### config.mk
export PLATFORM = sky130hd
export DESIGN_NAME = utf8_to_unicode_escape_core
export DESIGN_NICKNAME = d
export VERILOG_FILES = /design/src/hw/rtl/utf8esc_pkg.sv /design/src/hw/rtl/utf8esc_fifo.sv /design/src/hw/rtl/utf8esc_front.sv /design/src/hw/rtl/utf8esc_back.sv /design/src/hw/rtl/utf8_to_unicode_escape_core.sv
export SDC_FILE = /design/constraint.sdc
export NUM_CORES = 1
export LEC_CHECK = 0
export BUFFER_PORTS_ARGS = -buffer_cell sky130_fd_sc_hd__buf_2
export CAP_MARGIN = 20
export CORE_MARGIN = 2
export CORE_UTILIZATION = 47
export CTS_CLUSTER_SIZE = 40
export DETAILED_ROUTE_END_ITERATION = 7
export GPL_ROUTABILITY_DRIVEN = 0
export PLACE_DENSITY = 0.65
export SYNTH_ARGS = -nofsm -noshare
export SYNTH_HDL_FRONTEND = slang
export SYNTH_SLANG_ARGS = --single-unit
### constraint.sdc
create_clock -name clk -period 6.1 [get_ports clk]
set_input_delay 1.525 -clock clk [delete_from_list [all_inputs] [get_ports clk]]
set_output_delay 1.525 -clock clk [all_outputs]
set_load 0.02 [all_outputs]
### src/hw/rtl/utf8esc_pkg.sv
// ----------------------------------------------------------------------------
// utf8esc_pkg
// Shared types, codes and character constants for the UTF-8 to escape
// converter: the job record passed from the decoder to the serializer.
// ----------------------------------------------------------------------------
`default_nettype none

package utf8esc_pkg;

	// Input opcodes
	localparam logic OP_DATA = 1'b0;
	localparam logic OP_END  = 1'b1;

	// Result status codes
	localparam logic [1:0] ST_OK  = 2'd0;
	localparam logic [1:0] ST_END = 2'd1;
	localparam logic [1:0] ST_BAD = 2'd2;

	// ASCII characters
	localparam logic [6:0] CH_TAB    = 7'h09;
	localparam logic [6:0] CH_LF     = 7'h0A;
	localparam logic [6:0] CH_SPACE  = 7'h20;
	localparam logic [6:0] CH_TILDE  = 7'h7E;
	localparam logic [6:0] CH_DEL    = 7'h7F;
	localparam logic [6:0] CH_BSLASH = 7'h5C;
	localparam logic [6:0] CH_U      = 7'h75;
	localparam logic [6:0] CH_ZERO   = 7'h30;
	localparam logic [6:0] CH_LOW_A  = 7'h61;

	// Code point limits
	localparam logic [20:0] CP_DEL     = 21'h00007F;
	localparam logic [20:0] CP_MIN2    = 21'h000080;
	localparam logic [20:0] CP_MAX2    = 21'h0007FF;
	localparam logic [20:0] CP_MIN3    = 21'h000800;
	localparam logic [20:0] CP_MAX3    = 21'h00FFFF;
	localparam logic [20:0] CP_MIN4    = 21'h010000;
	localparam logic [20:0] CP_MAX4    = 21'h10FFFF;
	localparam logic [20:0] CP_SIX_DIG = 21'h100000;

	// Sequence lengths
	localparam logic [2:0] LEN_2 = 3'd2;
	localparam logic [2:0] LEN_3 = 3'd3;
	localparam logic [2:0] LEN_4 = 3'd4;

	// Kind of work handed to the serializer
	typedef enum logic [1:0] {
		JOB_CHAR   = 2'd0,
		JOB_ESC    = 2'd1,
		JOB_STATUS = 2'd2
	} job_kind_t;

	typedef struct packed {
		job_kind_t   kind;
		logic [6:0]  ch;
		logic [1:0]  st;
		logic [20:0] cp;
	} job_t;

	// Decoder status seen by the top level
	typedef struct packed {
		logic failed;
		logic open_seq;
	} front_stat_t;

	// Serializer status seen by the top level
	typedef struct packed {
		logic busy;
	} back_stat_t;

	// Lowercase hex character of one nibble
	function automatic logic [6:0] hex_char(input logic [3:0] nib);
		logic [6:0] res;
		if (nib < 4'd10) begin
			res = CH_ZERO + {3'b000, nib};
		end else begin
			res = CH_LOW_A + {3'b000, nib} - 7'd10;
		end
		return res;
	endfunction

endpackage

`default_nettype wire

### src/hw/rtl/utf8esc_fifo.sv
// ----------------------------------------------------------------------------
// utf8esc_fifo
// Short job queue between the decoder and the serializer.
// ----------------------------------------------------------------------------
`default_nettype none

module utf8esc_fifo
	import utf8esc_pkg::*;
#(
	parameter int DEPTH = 4
) (
	input  wire  clk,
	input  wire  arst_n,
	input  wire  wr_en,
	input  job_t wr_job,
	input  wire  rd_en,
	output job_t rd_job,
	output logic q_empty,
	output logic q_full
);

	localparam int PW = (DEPTH > 1) ? $clog2(DEPTH) : 1;
	localparam int CW = $clog2(DEPTH + 1);

	job_t          mem_q [DEPTH];
	logic [PW-1:0] wr_ptr_q;
	logic [PW-1:0] rd_ptr_q;
	logic [CW-1:0] count_q;

	assign q_empty = (count_q == '0);
	assign q_full  = (count_q == CW'(DEPTH));
	assign rd_job  = mem_q[rd_ptr_q];

	// Store the request at the write pointer
	always_ff @(posedge clk) begin
		if (wr_en) begin
			mem_q[wr_ptr_q] <= wr_job;
		end
	end

	// Advance pointers and track fill level
	always_ff @(posedge clk or negedge arst_n) begin
		if (!arst_n) begin
			wr_ptr_q <= '0;
			rd_ptr_q <= '0;
			count_q  <= '0;
		end else begin
			if (wr_en) begin
				wr_ptr_q <= (wr_ptr_q == PW'(DEPTH - 1)) ? '0 : wr_ptr_q + 1'b1;
			end
			if (rd_en) begin
				rd_ptr_q <= (rd_ptr_q == PW'(DEPTH - 1)) ? '0 : rd_ptr_q + 1'b1;
			end
			if (wr_en && !rd_en) begin
				count_q <= count_q + 1'b1;
			end else if (rd_en && !wr_en) begin
				count_q <= count_q - 1'b1;
			end
		end
	end

endmodule

`default_nettype wire

### src/hw/rtl/utf8esc_front.sv
// ----------------------------------------------------------------------------
// utf8esc_front
// UTF-8 decoder: classifies each accepted byte, keeps the partial sequence
// and issues one job per item that produces output.
// ----------------------------------------------------------------------------
`default_nettype none

module utf8esc_front
	import utf8esc_pkg::*;
(
	input  wire         clk,
	input  wire         arst_n,
	input  wire         in_ok,
	input  wire         in_op,
	input  wire  [7:0]  in_data,
	output logic        job_valid,
	output job_t        job,
	output front_stat_t stat
);

	logic [1:0]  pending_q, pending_n;
	logic [2:0]  seqlen_q, seqlen_n;
	logic [20:0] accum_q, accum_n;
	logic        failed_q, failed_n;

	logic [20:0] accum_shift;
	logic        printable;
	logic        range_bad;
	logic        emit;

	assign accum_shift = {accum_q[14:0], in_data[5:0]};
	assign printable   = ((in_data >= {1'b0, CH_SPACE}) && (in_data <= {1'b0, CH_TILDE}))
		|| (in_data == {1'b0, CH_TAB}) || (in_data == {1'b0, CH_LF});

	// Check the finished code point against its length
	always_comb begin
		case (seqlen_q)
			LEN_2:   range_bad = (accum_shift < CP_MIN2) || (accum_shift > CP_MAX2);
			LEN_3:   range_bad = (accum_shift < CP_MIN3) || (accum_shift > CP_MAX3);
			default: range_bad = (accum_shift < CP_MIN4) || (accum_shift > CP_MAX4);
		endcase
	end

	// Decode one item
	always_comb begin
		pending_n = pending_q;
		seqlen_n  = seqlen_q;
		accum_n   = accum_q;
		failed_n  = failed_q;
		emit      = 1'b0;
		job       = '{kind: JOB_CHAR, ch: '0, st: ST_OK, cp: '0};
		if (in_op == OP_END) begin
			emit      = 1'b1;
			job.kind  = JOB_STATUS;
			job.st    = (failed_q || (pending_q != 2'd0)) ? ST_BAD : ST_END;
			pending_n = '0;
			seqlen_n  = '0;
			accum_n   = '0;
			failed_n  = 1'b0;
		end else if (failed_q) begin
			emit = 1'b0;
		end else if (pending_q == 2'd0) begin
			if (printable) begin
				emit     = 1'b1;
				job.kind = JOB_CHAR;
				job.ch   = in_data[6:0];
			end else if (in_data == {1'b0, CH_DEL}) begin
				emit     = 1'b1;
				job.kind = JOB_ESC;
				job.cp   = CP_DEL;
			end else if (in_data[7:5] == 3'b110) begin
				seqlen_n  = LEN_2;
				pending_n = 2'd1;
				accum_n   = {16'd0, in_data[4:0]};
			end else if (in_data[7:4] == 4'b1110) begin
				seqlen_n  = LEN_3;
				pending_n = 2'd2;
				accum_n   = {17'd0, in_data[3:0]};
			end else if (in_data[7:3] == 5'b11110) begin
				seqlen_n  = LEN_4;
				pending_n = 2'd3;
				accum_n   = {18'd0, in_data[2:0]};
			end else begin
				emit     = 1'b1;
				job.kind = JOB_STATUS;
				job.st   = ST_BAD;
				failed_n = 1'b1;
			end
		end else if (in_data[7:6] != 2'b10) begin
			emit      = 1'b1;
			job.kind  = JOB_STATUS;
			job.st    = ST_BAD;
			failed_n  = 1'b1;
			pending_n = '0;
			seqlen_n  = '0;
			accum_n   = '0;
		end else begin
			accum_n   = accum_shift;
			pending_n = pending_q - 2'd1;
			if (pending_q == 2'd1) begin
				emit      = 1'b1;
				pending_n = '0;
				seqlen_n  = '0;
				accum_n   = '0;
				if (range_bad) begin
					job.kind = JOB_STATUS;
					job.st   = ST_BAD;
					failed_n = 1'b1;
				end else begin
					job.kind = JOB_ESC;
					job.cp   = accum_shift;
				end
			end
		end
	end

	assign job_valid     = in_ok && emit;
	assign stat.failed   = failed_q;
	assign stat.open_seq = (pending_q != 2'd0);

	// Hold decoder state between bytes
	always_ff @(posedge clk or negedge arst_n) begin
		if (!arst_n) begin
			pending_q <= '0;
			seqlen_q  <= '0;
			accum_q   <= '0;
			failed_q  <= 1'b0;
		end else if (in_ok) begin
			pending_q <= pending_n;
			seqlen_q  <= seqlen_n;
			accum_q   <= accum_n;
			failed_q  <= failed_n;
		end
	end

endmodule

`default_nettype wire

### src/hw/rtl/utf8esc_back.sv
// ----------------------------------------------------------------------------
// utf8esc_back
// Serializer: expands the job at the queue head into character or status
// results in a registered output stage, one per cycle unless the stage is held.
// ----------------------------------------------------------------------------
`default_nettype none

module utf8esc_back
	import utf8esc_pkg::*;
(
	input  wire         clk,
	input  wire         arst_n,
	input  job_t        head,
	input  wire         head_empty,
	output logic        head_pop,
	input  wire         pop,
	output logic        empty,
	output logic [6:0]  out_char,
	output logic        char_valid,
	output logic [1:0]  status,
	output logic        last,
	output back_stat_t  stat
);

	logic [2:0] pos_q;
	logic       valid_q;
	logic [6:0] char_q;
	logic       cvalid_q;
	logic [1:0] status_q;
	logic       last_q;

	logic [2:0] ndig;
	logic [2:0] last_pos;
	logic [2:0] dig_idx;
	logic [3:0] nib;
	logic       load;
	logic       is_last;
	logic [6:0] r_char;
	logic       r_cvalid;
	logic [1:0] r_status;

	// Size the escape from the code point
	always_comb begin
		if (head.cp >= CP_SIX_DIG) begin
			ndig = 3'd6;
		end else if (head.cp >= CP_MIN4) begin
			ndig = 3'd5;
		end else begin
			ndig = 3'd4;
		end
	end

	assign last_pos = (head.kind == JOB_ESC) ? ndig + 3'd1 : 3'd0;
	assign is_last  = (pos_q == last_pos);
	assign dig_idx  = ndig + 3'd1 - pos_q;

	// Select the nibble for the current digit
	always_comb begin
		case (dig_idx)
			3'd0:    nib = head.cp[3:0];
			3'd1:    nib = head.cp[7:4];
			3'd2:    nib = head.cp[11:8];
			3'd3:    nib = head.cp[15:12];
			3'd4:    nib = head.cp[19:16];
			3'd5:    nib = {3'b000, head.cp[20]};
			default: nib = 4'd0;
		endcase
	end

	// Build the result for the current position
	always_comb begin
		r_char   = '0;
		r_cvalid = 1'b0;
		r_status = ST_OK;
		case (head.kind)
			JOB_CHAR: begin
				r_char   = head.ch;
				r_cvalid = 1'b1;
			end
			JOB_ESC: begin
				r_cvalid = 1'b1;
				if (pos_q == 3'd0) begin
					r_char = CH_BSLASH;
				end else if (pos_q == 3'd1) begin
					r_char = CH_U;
				end else begin
					r_char = hex_char(nib);
				end
			end
			JOB_STATUS: begin
				r_status = head.st;
			end
			default: begin
				r_status = ST_OK;
			end
		endcase
	end

	assign load      = !head_empty && (!valid_q || pop);
	assign head_pop  = load && is_last;
	assign stat.busy = (pos_q != 3'd0);

	// Advance position within the job
	always_ff @(posedge clk or negedge arst_n) begin
		if (!arst_n) begin
			pos_q   <= '0;
			valid_q <= 1'b0;
		end else begin
			if (load) begin
				pos_q <= is_last ? 3'd0 : pos_q + 3'd1;
			end
			if (load) begin
				valid_q <= 1'b1;
			end else if (pop) begin
				valid_q <= 1'b0;
			end
		end
	end

	// Hold the result until it is taken
	always_ff @(posedge clk) begin
		if (load) begin
			char_q   <= r_char;
			cvalid_q <= r_cvalid;
			status_q <= r_status;
			last_q   <= is_last;
		end
	end

	assign empty      = !valid_q;
	assign out_char   = char_q;
	assign char_valid = cvalid_q;
	assign status     = status_q;
	assign last       = last_q;

endmodule

`default_nettype wire

### src/hw/rtl/utf8_to_unicode_escape_core.sv
// ----------------------------------------------------------------------------
// utf8_to_unicode_escape_core
// UTF-8 byte stream to ASCII with \u escapes: decoder, job queue and
// character serializer.
// ----------------------------------------------------------------------------
//
//  channel  | handshake              | payload
//  ---------+------------------------+--------------------------------------
//  input    | push / full            | opcode, in_byte
//  result   | pop / empty            | out_char, char_valid, status, last
//
//  The decoder takes one request per cycle while the job queue has room.
//  The serializer emits one result per cycle unless held by pop: one for a
//  plain character or status, 6 to 8 for an escape, so escapes set the rate.
//  A completing byte's job enters the queue at the edge that accepts it; the
//  serializer then registers its first result in the output stage.
//  Reset clears decoder state, queue and output stage at once; no sweep.
//  A stalled result side fills the queue (FIFO_DEPTH jobs), then raises full.
//
`default_nettype none

module utf8_to_unicode_escape_core
	import utf8esc_pkg::*;
#(
	parameter int FIFO_DEPTH = 4
) (
	input  wire        clk,
	input  wire        arst_n,
	input  wire        push,
	output logic       full,
	input  wire        opcode,
	input  wire  [7:0] in_byte,
	output logic       empty,
	input  wire        pop,
	output logic [6:0] out_char,
	output logic       char_valid,
	output logic [1:0] status,
	output logic       last
);

	logic        in_ok;
	logic        job_valid;
	job_t        job;
	job_t        head;
	logic        head_empty;
	logic        head_pop;
	front_stat_t fstat;
	back_stat_t  bstat;

	assign in_ok = push && !full;

	// Decode bytes
	utf8esc_front u_front (
		.clk       (clk),
		.arst_n    (arst_n),
		.in_ok     (in_ok),
		.in_op     (opcode),
		.in_data   (in_byte),
		.job_valid (job_valid),
		.job       (job),
		.stat      (fstat)
	);

	// Queue jobs
	utf8esc_fifo #(
		.DEPTH (FIFO_DEPTH)
	) u_fifo (
		.clk     (clk),
		.arst_n  (arst_n),
		.wr_en   (job_valid),
		.wr_job  (job),
		.rd_en   (head_pop),
		.rd_job  (head),
		.q_empty (head_empty),
		.q_full  (full)
	);

	// Serialize results
	utf8esc_back u_back (
		.clk        (clk),
		.arst_n     (arst_n),
		.head       (head),
		.head_empty (head_empty),
		.head_pop   (head_pop),
		.pop        (pop),
		.empty      (empty),
		.out_char   (out_char),
		.char_valid (char_valid),
		.status     (status),
		.last       (last),
		.stat       (bstat)
	);

	// An escape in progress keeps its job at the queue head
	a_busy_has_head: assert property (@(posedge clk) disable iff (!arst_n)
		bstat.busy |-> !head_empty)
		else $error("serializer mid-escape with empty queue");

	// An accepted end marker clears the decoder
	a_end_clears: assert property (@(posedge clk) disable iff (!arst_n)
		(in_ok && (opcode == OP_END)) |=> (!fstat.failed && !fstat.open_seq))
		else $error("decoder state not cleared by end marker");

	// A status result is always the final result of its item
	a_status_last: assert property (@(posedge clk) disable iff (!arst_n)
		(!empty && !char_valid) |-> (last && (status != ST_OK)))
		else $error("status result without last");

	// A character result always carries ok status
	a_char_ok: assert property (@(posedge clk) disable iff (!arst_n)
		(!empty && char_valid) |-> (status == ST_OK))
		else $error("character result with non-ok status");

endmodule

`default_nettype wire
== Word-level counts from Yosys, hierarchy flattened ==
Memory sizes are Yosys's and may differ from the RTL's.
Cells that the tools add are included.

* Register bits: 43
* Memory bits (writable): 128
* Input port bits: 13
* Output and inout bits: 13
* Word-level logic and storage cells: 186
* Memories: 1

* $add $sub $neg: 11
* $lt $le $gt $ge: 11
* Equal/unequal tests: 26
* Multiplexer cells: 93
* Reduce and logical (&&, ||, !) cells: 31

{| class="wikitable"
|+ Memories
! memory !! words !! width !! rd ports !! clocked after Yosys merged registers in !! wr ports !! RTL line !! source
|-
| u_fifo.mem_q || 4 || 32 || 1 || 0 || 1 || utf8esc_fifo.sv:25 || <nowiki>job_t mem_q [DEPTH];</nowiki>
|}

{| class="wikitable"
|+ Operator list
! cell !! number
|-
| $mux W15 || 10
|-
| $mux W23 || 3
|-
| $mux W21 || 3
|-
| $mux W2 || 28
|-
| $mux W7 || 7
|-
| $mux W3 || 14
|-
| $mux W32 || 1
|-
| $mux W1 || 24
|-
| $pmux W4 S6 || 1
|-
| $ge A21 B17 Y1 const B || 1
|-
| $ge A21 B21 Y1 const B || 1
|-
| $gt A21 B11 Y1 const B || 1
|-
| $gt A21 B16 Y1 const B || 1
|-
| $gt A21 B21 Y1 const B || 1
|-
| $lt A21 B12 Y1 const B || 1
|-
| $lt A21 B17 Y1 const B || 1
|-
| $lt A21 B8 Y1 const B || 1
|-
| $eq A8 B4 Y1 const B || 2
|-
| $pmux W7 S2 || 1
|-
| $eq A3 B2 Y1 const B || 4
|-
| $eq A3 B3 Y1 const B || 4
|-
| $add A3 B1 Y3 const B || 3
|-
| $logic_not A3 Y1 || 3
|-
| $eq A8 B7 Y1 const B || 1
|-
| 29 further kinds || 55
|}

== Depth between registers and ports, before layout ==
* Word-level depth: 14
* Gate-level depth with buffers: 17
* Depth with buffers taken out: 15

== By module ==
Synthesis repeated with hierarchy kept, for this count alone.

* Cell total of the unflattened synthesis: 543
* Area total of the unflattened synthesis: 8017.7 um^2

{| class="wikitable"
|+ Modules (own cells, without submodules)
! module !! instances !! cells an instance !! area each (um^2) !! sequential area each (um^2)
|-
| utf8esc_fifo || 1 || 205 || 5082.4 || 4018.9
|-
| utf8esc_front || 1 || 229 || 1786.7 || 525.5
|-
| utf8esc_back || 1 || 108 || 1134.8 || 430.4
|-
| utf8_to_unicode_escape_core || 1 || 1 || 13.8 || 0.0
|}

== Least setup slack after synthesis ==
OpenSTA, ideal clock, no wires.

* Kind: input -> register
* From: input in_byte[4]
* To: memory u_fifo.mem_q[0][0] in the netlist's numbering, enable pin
* Library setup time: 0.421 ns
* Data arrival time: 3.716 ns
* Data required time: 5.679 ns
* Setup slack: 1.963 ns
* Cell stages on the path: 7
* Buffers on the path: 1
* Cells stage by stage: clkbuf_1 > nand3_1 > nand3_1 > nand2_1 > a21oi_1 > o21ai_1 > nor2_1

* Word-level cells in the longest chain between the ends: 12

{| class="wikitable"
|+ RTL lines
! what !! RTL line !! source
|-
| start: declaration || utf8_to_unicode_escape_core.sv:32 || <nowiki>input wire [7:0] in_byte,</nowiki>
|-
| branches (longest 5 deep; another with $ge A8 B6 Y1) || - ||
|-
| $mux W1 (*) || utf8esc_front.sv:63 || <nowiki>if (printable) begin</nowiki>
|-
| $mux W1 (*) || utf8esc_front.sv:62 || <nowiki>end else if (pending_q == 2'd0) begin</nowiki>
|-
| $mux W1 (*) || utf8esc_front.sv:60 || <nowiki>end else if (failed_q) begin</nowiki>
|-
| $mux W1 (*) || utf8esc_front.sv:52 || <nowiki>if (in_op == OP_END) begin</nowiki>
|-
| $logic_and A1 B1 Y1 (*) || utf8esc_front.sv:117 || <nowiki>assign job_valid = in_ok && emit;</nowiki>
|-
| $mux W1 (*) || utf8esc_fifo.sv:36 || <nowiki>if (wr_en) begin</nowiki>
|-
| $mux W1 (not written as such) (*) || utf8esc_fifo.sv:37 || <nowiki>mem_q[wr_ptr_q] <= wr_job;</nowiki>
|-
| end: declaration || utf8esc_fifo.sv:25 ||
|}

Mark *: on every way between the ends.

== Worst setup path in the final report ==
* From: register u_fifo.rd_ptr_q[1]
* To: register u_back.char_q[2] (netlist: u_back.out_char[2]) (data pin)

* Word-level cells in the longest chain between the ends: 14

{| class="wikitable"
|+ RTL lines
! what !! RTL line !! source
|-
| start: declaration || utf8esc_fifo.sv:27 || <nowiki>logic [PW-1:0] rd_ptr_q;</nowiki>
|-
| start signal: assignment || utf8esc_fifo.sv:52 || <nowiki>rd_ptr_q <= (rd_ptr_q == PW'(DEPTH - 1)) ? '0 : rd_ptr_q + 1'b1;</nowiki>
|-
| $mem_v2 Z4 W32 (*) || - ||
|-
| $ge A21 B17 Y1 || utf8esc_back.sv:46 || <nowiki>end else if (head.cp >= CP_MIN4) begin</nowiki>
|-
| $mux W1 || utf8esc_back.sv:46 ||
|-
| $mux W2 || utf8esc_back.sv:44 || <nowiki>if (head.cp >= CP_SIX_DIG) begin</nowiki>
|-
| $add A3 B1 Y3 || utf8esc_back.sv:55 || <nowiki>assign dig_idx = ndig + 3'd1 - pos_q;</nowiki>
|-
| $sub A3 B3 Y3 || utf8esc_back.sv:55 ||
|-
| $eq A3 B3 Y1 (tied with other cells) || utf8esc_back.sv:59 || <nowiki>case (dig_idx)</nowiki>
|-
| $pmux W4 S6 || utf8esc_back.sv:59 ||
|-
| $add A6 B5 Y7 || utf8esc_pkg.sv:76 || <nowiki>res = CH_LOW_A + {3'b000, nib} - 7'd10;</nowiki>
|-
| $sub A7 B4 Y7 || utf8esc_pkg.sv:76 ||
|-
| $mux W7 || utf8esc_pkg.sv:73 || <nowiki>if (nib < 4'd10) begin</nowiki>
|-
| $mux W7 || utf8esc_back.sv:84 || <nowiki>end else if (pos_q == 3'd1) begin</nowiki>
|-
| $mux W7 || utf8esc_back.sv:82 || <nowiki>if (pos_q == 3'd0) begin</nowiki>
|-
| $pmux W7 S2 (*) || utf8esc_back.sv:75 || <nowiki>case (head.kind)</nowiki>
|-
| via u_back.r_char[2] || utf8esc_back.sv:38 || <nowiki>logic [6:0] r_char;</nowiki>
|-
| end signal: assignment || utf8esc_back.sv:123 || <nowiki>char_q <= r_char;</nowiki>
|-
| end: declaration || utf8esc_back.sv:27 || <nowiki>logic [6:0] char_q;</nowiki>
|}

The timed path passes the listed nets; every way through them passes the cells marked *.
A chain may end at the register's enable or synchronous reset.

==> results.cfg <==
[critical_path]
cp_cell_sequence = mux4_2 > nor3_2 > and2_1 > nor2_1 > ha_1 > fa_1 > xnor2_1 > nor2_1 > a22oi_1 > nand3_1 > inv_1 > ha_1 > inv_1 > nand4bb_1 > a311oi_2
slowest_delay_ns = 0.82
critical-path-top-delay-family = simple AND/OR/NAND/NOR gates
cp.arrival_ns = 4.80
reg2reg_from = u_fifo.rd_ptr_q[1]
crit_buf_inv = 2
end_kind = flip-flop
crit_required_ns = 6.34
criticalPathCategory = reg2reg
critPathSlowestCell = dfrtp_1
crit_path_start = u_fifo.rd_ptr_q[1]
crit_fanout = 17
startpoint_type = flip-flop

[global_routing]
grt_pass1_vias = 4338
grt_start_max_net_pins = 41
grt_pass1_wl_mm = 23.9
antenna_found_initial = 0
grtUsageTotal = 0.181
grt-ovfl-total = 0

[clock_network]
clk_latency_ns = 0.42
postCtsHoldBufs = 0
clock_sinks = 171
cts_buffer_depth = 2
post_cts_buffers = 0
root_buffer = clkbuf_16
cts.reportedPaths.clkPinSlew_ns = 0.07
cts_tree = done
cts_buffers = 17
htree_levels = 4
post_cts_resized = 0

[place]
hpwlAfterDp_mm = 9.88
portBuffers = 25
post_dp_cell_area_mm2 = 0.00806

[yosys]
yosys_register_bits = 171
synth_flop_cell = edfxtp_1
synth_warnings = 0
avgSynthCellArea_um2 = 14.5
synthMuxAreaShare = 0.111
synthSimpleGateAreaFrac = 0.114
netlist-cell-type-count = 64
ys_seq_area_frac = 0.644
ys_top_cells_by_area = edfxtp_1 54%, dfrtp_1 10%, mux4_2 5.5%, mux4_1 3.7%, nand2_1 2.6%
synth_edf_count = 139
synth_top_area_cell = edfxtp_1
syn_nets = 561
synth_top_family_by_area = simple AND/OR/NAND/NOR gates
synth_compound_area_frac = 0.0698
synth_fa_ha_area_frac = 0.0262
synthXorXnorAreaFrac = 0.00794
async_reset_ff_frac = 0.187
syn_inst = 533
syn_area_mm2 = 0.00772
synth_top_area_share = 0.541

[pwr]
powerDensity_mw_per_mm2 = 491
power.leakage_nw = 3.18
ir_drop_mv = 0.252

[cells_and_area]
multi_input_area_mm2 = 0.00256
layout-drive-gt1-share = 0.179
final_area_mm2 = 0.00868
n_fill_cell = 1323
area_delta_synth_final_pct = 12.4
regArea_mm2 = 0.00498
n_antenna_cell = 0
nets = 589

[drt]
drtPass1Iterations = 5
route.met2.wl_mm = 7.21
antenna_left = 0
highest_layer = met4
drt-wirelength-per-cell_um = 19.0
wl_met3_um = 577
routed_via_density = 5.56
drtIter0Drc = 334
dr_total_vias = 4393
post-route-drc-count = 0
wl_met1_mm = 7.00
drt-total-wl_mm = 15.0

[floorplanning]
rows = 46
io_pins = 26
dieArea_mm2 = 0.0175
initial_core_util = 0.483
die_width_um = 132
die_h_um = 132
coreArea_mm2 = 0.0160

[timing]
slew_viol_final = 0
rsz0062_at_grt = no
fmax_ghz = 0.220
setup_violations = 0
clock_skew_ns = 0.00771
fin_crit_ns = 4.55
tns_ns = 0
worst_slew_pin_slew_ns = 0.894
relSlewSlack = 0.404
hold_violations = 0
period_share = 0.747

[job]
drv_cap = 0

[run_status]
outcome = completed

[min_path]
hold_start = u_front.pending_q[1]
hp-class = reg2reg
metrics by stage:
stage / total power [mW] / std cells / setup WS, ns / utilization / hold WS (ns)
final: 4.26 / 790 / 1.55 / 0.542 / 0.481
after global placement: 3.15 / 757 / 1.83 / 0.504 / 0.463
after floorplan: 2.82 / 533 / 1.96 / - / 0.449
after CTS: 4.30 / 789 / 1.58 / 0.542 / 0.483
after detailed placement: 3.20 / 757 / 1.61 / 0.504 / 0.469
after global routing: 4.50 / 790 / 1.15 / 0.542 / 0.526
tightest hold or removal path: stages (launching register included):
cell and delay (ns):
dfrtp_1 0.34, nand2_1 0.05, o31ai_1 0.05
sequential cells by signal, indices dropped and copies added (netlist names), 3 cells and up:
signal / count
u_fifo.count_q: 3
u_back.out_char: 7
u_front.accum_q: 15
u_back.pos_q: 3
u_fifo.mem_q: 128
u_front.seqlen_q: 3
routing by layer:
metal | GRT usage | up-vias
met5 | 0 | -
met2 | 0.282 | 94
met3 | 0.0408 | 15
met4 | 0.0627 | 0
met1 | 0.252 | 2214
li1 | - | 2070
cell usage in the layout (no fill, tap or decap), drive strengths merged, types with 4 or more instances in the layout:
cell / count
a21o: 5
a21oi: 16
o21ai: 28
nor4: 6
nand2: 53
nand3: 8
nor2b: 7
edfxtp: 139
nand2b: 10
mux2i: 7
nor2: 41
ha: 13
mux4: 30
dfrtp: 32
o211ai: 5
clkbuf: 19
inv: 27
buf: 33
xor2: 4
and2: 23
mux2: 6
nand4: 4
area by class of cell:
| cell class | count | share of cell area |
|---|---|---|
| tap | 216 | 0.0311 |
| inverter | 21 | 0.00908 |
| clock buffer | 19 | 0.0522 |
| sequential | 171 | 0.573 |
| timing repair buffer | 33 | 0.0213 |
| clock inverter | 13 | 0.0182 |
| multi-input combinational | 317 | 0.295 |
cell usage after synthesis (7+ instances only):
master    instances
edfxtp_1        139
nand2_1          53
nor2_1           41
dfrtp_1          32
and2_1           23
inv_1            21
o21ai_0          20
mux4_2           19
a21oi_1          15
clkbuf_1         14
ha_1             13
mux4_1           11
nand2b_1         10
nand3_1           8
mux2i_1           7
nor2b_1           7
o21ai_1           7
cells by family after synthesis:
logic type / after synthesis
multiplexers: 43
XOR/XNOR: 7
adder cells (fa/ha/maj): 15
AND/OR/NAND/NOR: 173
flip-flops: 171
buffers and inverters: 45
AO/OA/AOI/OAI: 79
final timing paths:
check | endpoint | slack (ns) | depth (start not counted)
min in group asynchronous | u_back.pos_q[0] | 1.19 | 1
max | u_back.out_char[2] | 1.55 | 15
min reg2reg | u_front.pending_q[1] | 0.48 | 2
max in group asynchronous | u_fifo.rd_ptr_q[0] | 4.36 | 1
max reg2reg | u_back.out_char[2] | 1.55 | 15
min | u_front.pending_q[1] | 0.48 | 2
where the power goes:
group	internal, mW	total (mW)	switching [mW]
registers	1.55	1.70	0.148
logic	0.602	1.46	0.860
clock network	0.638	1.10	0.458
total	2.79	4.26	1.46
(Power assumes the default switching activity.)
